--- src/rtl/fla_pkg.sv ---
// Shared types and fixed-point constants for the fast log2 approximation pipeline.
package fla_pkg;

	localparam int Q_FRAC    = 30;
	localparam int OUT_W     = 26;
	localparam int ACC_W     = 41;
	localparam int REM_W     = 31;
	localparam int QUO_W     = 32;
	localparam int DIV_STEPS = QUO_W;

	localparam logic [63:0] K_A64 =
		((64'd12422551499 << Q_FRAC) + 64'd50000000) / 64'd100000000;
	localparam logic [63:0] K_B64 =
		((64'd1498030302 << Q_FRAC) + 64'd500000000) / 64'd1000000000;
	localparam logic [63:0] K_C64 =
		((64'd172587999 << Q_FRAC) + 64'd50000000) / 64'd100000000;
	localparam logic [63:0] K_D64 =
		((64'd3520887068 << Q_FRAC) + 64'd5000000000) / 64'd10000000000;

	localparam logic [37:0] K_A = K_A64[37:0];
	localparam logic [30:0] K_B = K_B64[30:0];
	localparam logic [30:0] K_C = K_C64[30:0];
	localparam logic [28:0] K_D = K_D64[28:0];

	typedef logic signed [ACC_W-1:0] acc_t;

	localparam acc_t OUT_MAX = 41'sd33554431;
	localparam acc_t OUT_MIN = -41'sd33554432;

	typedef struct packed {
		logic [REM_W-1:0] rem;
		logic [QUO_W-1:0] low;
		logic [REM_W-1:0] den;
		logic [QUO_W-1:0] quo;
		acc_t             acc;
	} div_t;

endpackage

--- src/rtl/fla_out.sv ---
// Final rounding and saturation, output register and skid buffer.
module fla_out #(
	parameter int FRAC_BITS = 16
) (
	input  logic                           clk,
	input  logic                           arst_n,
	input  logic                           up_v,
	input  fla_pkg::div_t                  up_st,
	output logic                           advance,
	output logic                           out_valid,
	input  logic                           out_ready,
	output logic signed [fla_pkg::OUT_W-1:0] log2_value
);
	import fla_pkg::*;

	localparam int   SH  = Q_FRAC - FRAC_BITS;
	localparam acc_t RND = acc_t'(1) <<< (SH - 1);

	acc_t                     sum;
	acc_t                     rnd;
	logic signed [OUT_W-1:0]  up_val;
	logic signed [OUT_W-1:0]  res_q;
	logic signed [OUT_W-1:0]  skid_q;
	logic                     res_v_q;
	logic                     skid_v_q;
	logic                     take;

	assign sum = up_st.acc - signed'({9'b0, up_st.quo});
	assign rnd = (sum + RND) >>> SH;

	always_comb begin
		if (rnd > OUT_MAX) begin
			up_val = OUT_MAX[OUT_W-1:0];
		end else if (rnd < OUT_MIN) begin
			up_val = OUT_MIN[OUT_W-1:0];
		end else begin
			up_val = rnd[OUT_W-1:0];
		end
	end

	assign advance    = !skid_v_q;
	assign take       = !res_v_q || out_ready;
	assign out_valid  = res_v_q;
	assign log2_value = res_q;

	always_ff @(posedge clk or negedge arst_n) begin
		if (!arst_n) begin
			res_v_q  <= 1'b0;
			skid_v_q <= 1'b0;
		end else if (take) begin
			res_v_q  <= skid_v_q || up_v;
			skid_v_q <= 1'b0;
		end else if (up_v && !skid_v_q) begin
			skid_v_q <= 1'b1;
		end
	end

	always_ff @(posedge clk) begin
		if (take) begin
			res_q <= skid_v_q ? skid_q : up_val;
		end else if (up_v && !skid_v_q) begin
			skid_q <= up_val;
		end
	end

	a_skid_needs_res: assert property (@(posedge clk) disable iff (!arst_n)
		skid_v_q |-> res_v_q)
		else $error("skid holds a result while output register is empty");

	a_skid_on_stall: assert property (@(posedge clk) disable iff (!arst_n)
		$rose(skid_v_q) |-> $past(res_v_q && !out_ready))
		else $error("skid filled without an output stall");

	a_skid_drain: assert property (@(posedge clk) disable iff (!arst_n)
		skid_v_q && out_ready |=> res_v_q && res_q == $past(skid_q))
		else $error("skid contents not moved to output register");

endmodule

--- config.mk ---
export PLATFORM = sky130hd
export DESIGN_NAME = fla_out
export DESIGN_NICKNAME = d
export VERILOG_FILES = /design/src/rtl/fla_pkg.sv /design/src/rtl/fla_out.sv
export SDC_FILE = /design/constraint.sdc
export NUM_CORES = 1
export LEC_CHECK = 0
export ABC_CLOCK_PERIOD_IN_PS = 4200
export BUFFER_PORTS_ARGS = -buffer_cell sky130_fd_sc_hd__buf_4
export CAP_MARGIN = 20
export CORE_UTILIZATION = 40
export DETAILED_ROUTE_END_ITERATION = 10
export PLACE_DENSITY = 0.74
export SYNTH_ARGS = -nofsm -noshare
export SYNTH_HDL_FRONTEND = slang
export SYNTH_SLANG_ARGS = --single-unit
--- constraint.sdc ---
create_clock -name clk -period 4.2 [get_ports clk]
set_input_delay 0 -clock clk [delete_from_list [all_inputs] [get_ports clk]]
set_output_delay 0 -clock clk [all_outputs]
set_load 0.01 [all_outputs]
==> run_summary.xml <==
<?xml version="1.0" encoding="UTF-8"?>
<metrics>
  <group name="sta">
    <metric name="fin_crit" unit="ns">3.139</metric>
    <metric name="period_share" unit="%">74.74</metric>
    <metric name="finalSetupTns" unit="ns">0</metric>
    <metric name="finalHoldViolations" unit="">0</metric>
    <metric name="worst_pin_slew" unit="ns">0.7853</metric>
    <metric name="unrepaired_setup_endpoints_after_global_routing" unit="">false</metric>
    <metric name="max_slew_margin" unit="%">47.32</metric>
    <metric name="final_setup_fails" unit="">0</metric>
    <metric name="clock-skew-final" unit="ns">0.004348</metric>
    <metric name="finalMaxSlewViolations" unit="">0</metric>
    <metric name="fmax" unit="MHz">318.6</metric>
  </group>
  <group name="status">
    <metric name="outcome" unit="">finished, violations left</metric>
    <metric name="failed_checks" unit="">design-rule violations</metric>
  </group>
  <group name="drt">
    <metric name="route.detailed.drc" unit="">10</metric>
    <metric name="initialDrtViolationCount" unit="">159</metric>
    <metric name="drtAntennaViolNets" unit="">0</metric>
    <metric name="final_wirelength" unit="µm">9974</metric>
    <metric name="avgViaCountPerCell" unit="">5.299</metric>
    <metric name="route.detailed.wl_per_inst" unit="µm">13.61</metric>
    <metric name="detailroute.via_count" unit="">3884</metric>
    <metric name="drtPass1Iterations" unit="">7</metric>
  </group>
  <group name="clocking">
    <metric name="buffers_inserted_by_post_cts_timing_repair" unit="">0</metric>
    <metric name="worst_setup_hold_path_clk_slew" unit="ns">0.06</metric>
    <metric name="cts_inserted_buffers" unit="">5</metric>
    <metric name="master_cell_of_the_clock_root_buffer" unit="">clkbuf_16</metric>
    <metric name="cts.repair.resized" unit="">0</metric>
    <metric name="cts_max_level" unit="">2</metric>
    <metric name="clk_latency" unit="ns">0.29</metric>
    <metric name="clock_tree.buffer_depth" unit="">2</metric>
    <metric name="tritoncts" unit="">yes</metric>
    <metric name="clock_sink_count" unit="">54</metric>
    <metric name="cts_hold_bufs" unit="">2</metric>
  </group>
  <group name="worst_hold_path">
    <metric name="min_path_type" unit="">in -&gt; async</metric>
  </group>
  <group name="floorplanning">
    <metric name="die_height" unit="µm">111.3</metric>
    <metric name="initial_utilization" unit="%">41.46</metric>
    <metric name="top_level_ports" unit="">199</metric>
    <metric name="die_area" unit="µm²">12380</metric>
    <metric name="core-area" unit="µm²">11520</metric>
    <metric name="placementRows" unit="">39</metric>
    <metric name="die_width" unit="µm">111.3</metric>
  </group>
  <group name="logic_synthesis">
    <metric name="synth.mux.area_fraction" unit="%">4.481</metric>
    <metric name="postSynthNetCount" unit="">732</metric>
    <metric name="largest_family_of_logic_cells_by_synthesized_area" unit="">compound AO/OA/AOI/OAI gates</metric>
    <metric name="synth.yosys.seq_area_share" unit="%">33.75</metric>
    <metric name="ys.flop_type" unit="">edfxtp_1</metric>
    <metric name="syn_inst" unit="">492</metric>
    <metric name="synth_adder_area_share" unit="%">18.08</metric>
    <metric name="netlist-cell-type-count" unit="">65</metric>
    <metric name="postSynthRegisterBits" unit="">54</metric>
    <metric name="synth.yosys.warnings" unit="">0</metric>
    <metric name="fraction_of_the_mapped_netlist_area_in_compound_gates" unit="%">21.70</metric>
    <metric name="synthSimpleGateAreaFrac" unit="%">11.11</metric>
    <metric name="synthesis.area_per_instance" unit="µm²">9.704</metric>
    <metric name="synth_xor_area_share" unit="%">4.586</metric>
    <metric name="ys_async_sr_fraction" unit="%">3.704</metric>
    <metric name="synth.cell_area" unit="µm²">4775</metric>
    <metric name="synth_edf_count" unit="">52</metric>
  </group>
  <group name="grt">
    <metric name="antenna_found_initial" unit="">0</metric>
    <metric name="first_global_vias" unit="">3833</metric>
    <metric name="gr-total-overflow" unit="">0</metric>
    <metric name="globalRouteTotalUtil" unit="%">16.71</metric>
    <metric name="grt_start_max_net_pins" unit="">30</metric>
    <metric name="grt_first_pass_wirelength" unit="µm">17280</metric>
  </group>
  <group name="cells_and_area">
    <metric name="area_growth" unit="%">21.86</metric>
    <metric name="diodes" unit="">0</metric>
    <metric name="layout.nets" unit="">829</metric>
    <metric name="share_of_cells_above_drive_strength_1" unit="%">27.12</metric>
    <metric name="fill_cells" unit="">1081</metric>
  </group>
  <group name="power_and_ir_drop">
    <metric name="power.total" unit="µW">1981</metric>
    <metric name="max-vdd-ir-drop" unit="µV">165.0</metric>
    <metric name="power.static_leakage" unit="µW">0.002578</metric>
    <metric name="cellPowerDensity" unit="nW/µm²">340.5</metric>
  </group>
  <group name="setup_path">
    <metric name="worstPathMaxFanout" unit="">20</metric>
    <metric name="setup.worst_path.end_class" unit="">flip-flop</metric>
    <metric name="path_class" unit="">in -&gt; reg</metric>
    <metric name="reg2reg_slack" unit="ns">2.10</metric>
    <metric name="cp-start-kind" unit="">input pin</metric>
    <metric name="arrival" unit="ns">3.18</metric>
    <metric name="worst-endpoint-required" unit="ns">4.24</metric>
    <metric name="reg2regPathDepth" unit="">2</metric>
  </group>
  <group name="run">
    <metric name="cap_violations" unit="">0</metric>
  </group>
  <group name="place">
    <metric name="globalplace.congestion" unit="">0.9069</metric>
    <metric name="detailedPlacementHpwl" unit="µm">8262</metric>
    <metric name="placement.io_buffers" unit="">104</metric>
  </group>
</metrics>
## worst max-delay path, cell delays in order
cell      delay, ns
buf_4          0.11
ha_1           0.29
ha_1           0.45
nand4_1        0.20
or3_1          0.45
a211oi_2       0.38
o21bai_1       0.14
a21bo_2        0.26
o41ai_4        0.08
buf_4          0.34
o21ai_1        0.16
mux2_2         0.31
## cell families after synthesis
logic type / count (synthesis)
compound gates: 146
simple gates: 108
buf+inv: 71
fa+ha+maj: 69
flops: 54
xor+xnor: 25
mux: 19
## placed cells by master, fill, tap and decap left out, types with 7 or more instances in the layout
master	synthesis	layout
buf_4	1	107
ha_1	69	69
edfxtp_1	52	52
inv_1	51	51
a21oi_1	44	44
nand2_1	37	37
nor2_1	23	23
mux2_2	19	19
xnor2_1	18	18
o21ai_0	16	16
nand4_1	14	14
a21oi_2	12	12
o21ai_1	11	11
a211oi_1	8	8
nand3_1	7	7
xor2_1	7	7
a21o_1	7	7
## path summary, 6_finish.rpt
| check | startpoint | end |
|---|---|---|
| setup reg to reg | skid_v_q | log2_value[11] |
| max in group asynchronous | arst_n | skid_v_q |
| setup / recovery | up_st[27] | log2_value[15] |
| hold reg to reg | skid_q[25] | log2_value[25] |
| min in group clk | up_st[40] | skid_q[25] |
| hold / removal | arst_n | out_valid |
## flip-flops by register name, indices dropped and copies added (netlist names)
| signal | count |
|---|---|
| log2_value | 26 |
| skid_v_q | 1 |
| out_valid | 1 |
| skid_q | 26 |
## cell type report
class / instances / area (µm²) / area share [%]
clock buffer: 5 / 125.1 / 2.151
multi-input combinational: 367 / 2868 / 49.29
inverter: 52 / 195.2 / 3.355
timing repair buffer: 109 / 823.3 / 14.15
sequential: 54 / 1612 / 27.70
clock inverter: 3 / 16.27 / 0.2796
tap: 143 / 178.9 / 3.075
## layer usage
| metal | global-route usage [%] | vias to the layer above | wire length (µm) |
|---|---|---|---|
| li1 | - | 2016 | - |
| met1 | 23.17 | 1761 | 4810 |
| met2 | 27.21 | 93 | 4545 |
| met3 | 1.640 | 14 | 397 |
| met4 | 5.676 | 0 | 220 |
| met5 | 0 | - | 0 |
## synth_stat cells, types with 2 or more instances
cell type	number	share of area [%]
a211oi_1	8	1.3
a21bo_2	2	0.42
a21boi_0	2	0.31
a21o_1	7	1.1
a21oi_1	44	4.6
a21oi_2	12	2.2
a311o_1	3	0.63
a31oi_1	4	0.52
and2_1	3	0.39
and3_1	5	0.66
buf_2	12	1.3
buf_6	2	0.47
clkbuf_1	3	0.24
dfrtp_1	2	1.0
edfxtp_1	52	33
ha_1	69	18
inv_1	51	4.0
mux2_2	19	4.5
nand2_1	37	2.9
nand2b_1	3	0.39
nand3_1	7	0.73
nand4_1	14	1.8
nor2_1	23	1.8
nor3_1	5	0.52
nor3b_1	2	0.31
o21a_1	4	0.63
o21ai_0	16	1.7
o21ai_1	11	1.2
o21bai_1	5	0.79
o221a_2	2	0.47
o31a_1	2	0.37
o31ai_1	3	0.47
or3_1	2	0.26
or4_1	2	0.31
xnor2_1	18	3.3
xor2_1	7	1.3
## per-stage QoR
stage                     std cells  hold WS [ns]  cell area, µm²  setup slack [ns]  utilization [%]
after global routing            733       0.05050            5818            0.7526            50.52
after detailed placement        723       -0.2148            5657            0.7856            49.12
final                           733       0.04783            5818             1.061            50.52
after floorplan                 492       -0.2956            4775            0.6963                -
after CTS                       733       0.04266            5818             1.083            50.52
after global placement          723       -0.2179            5657            0.8104            49.12
## power by group
group	switching [µW]	internal [µW]
logic	451	390
registers	24.4	722
clock network	176	218
total	652	1330
Note: power is estimated with default switching activity, not from simulation.
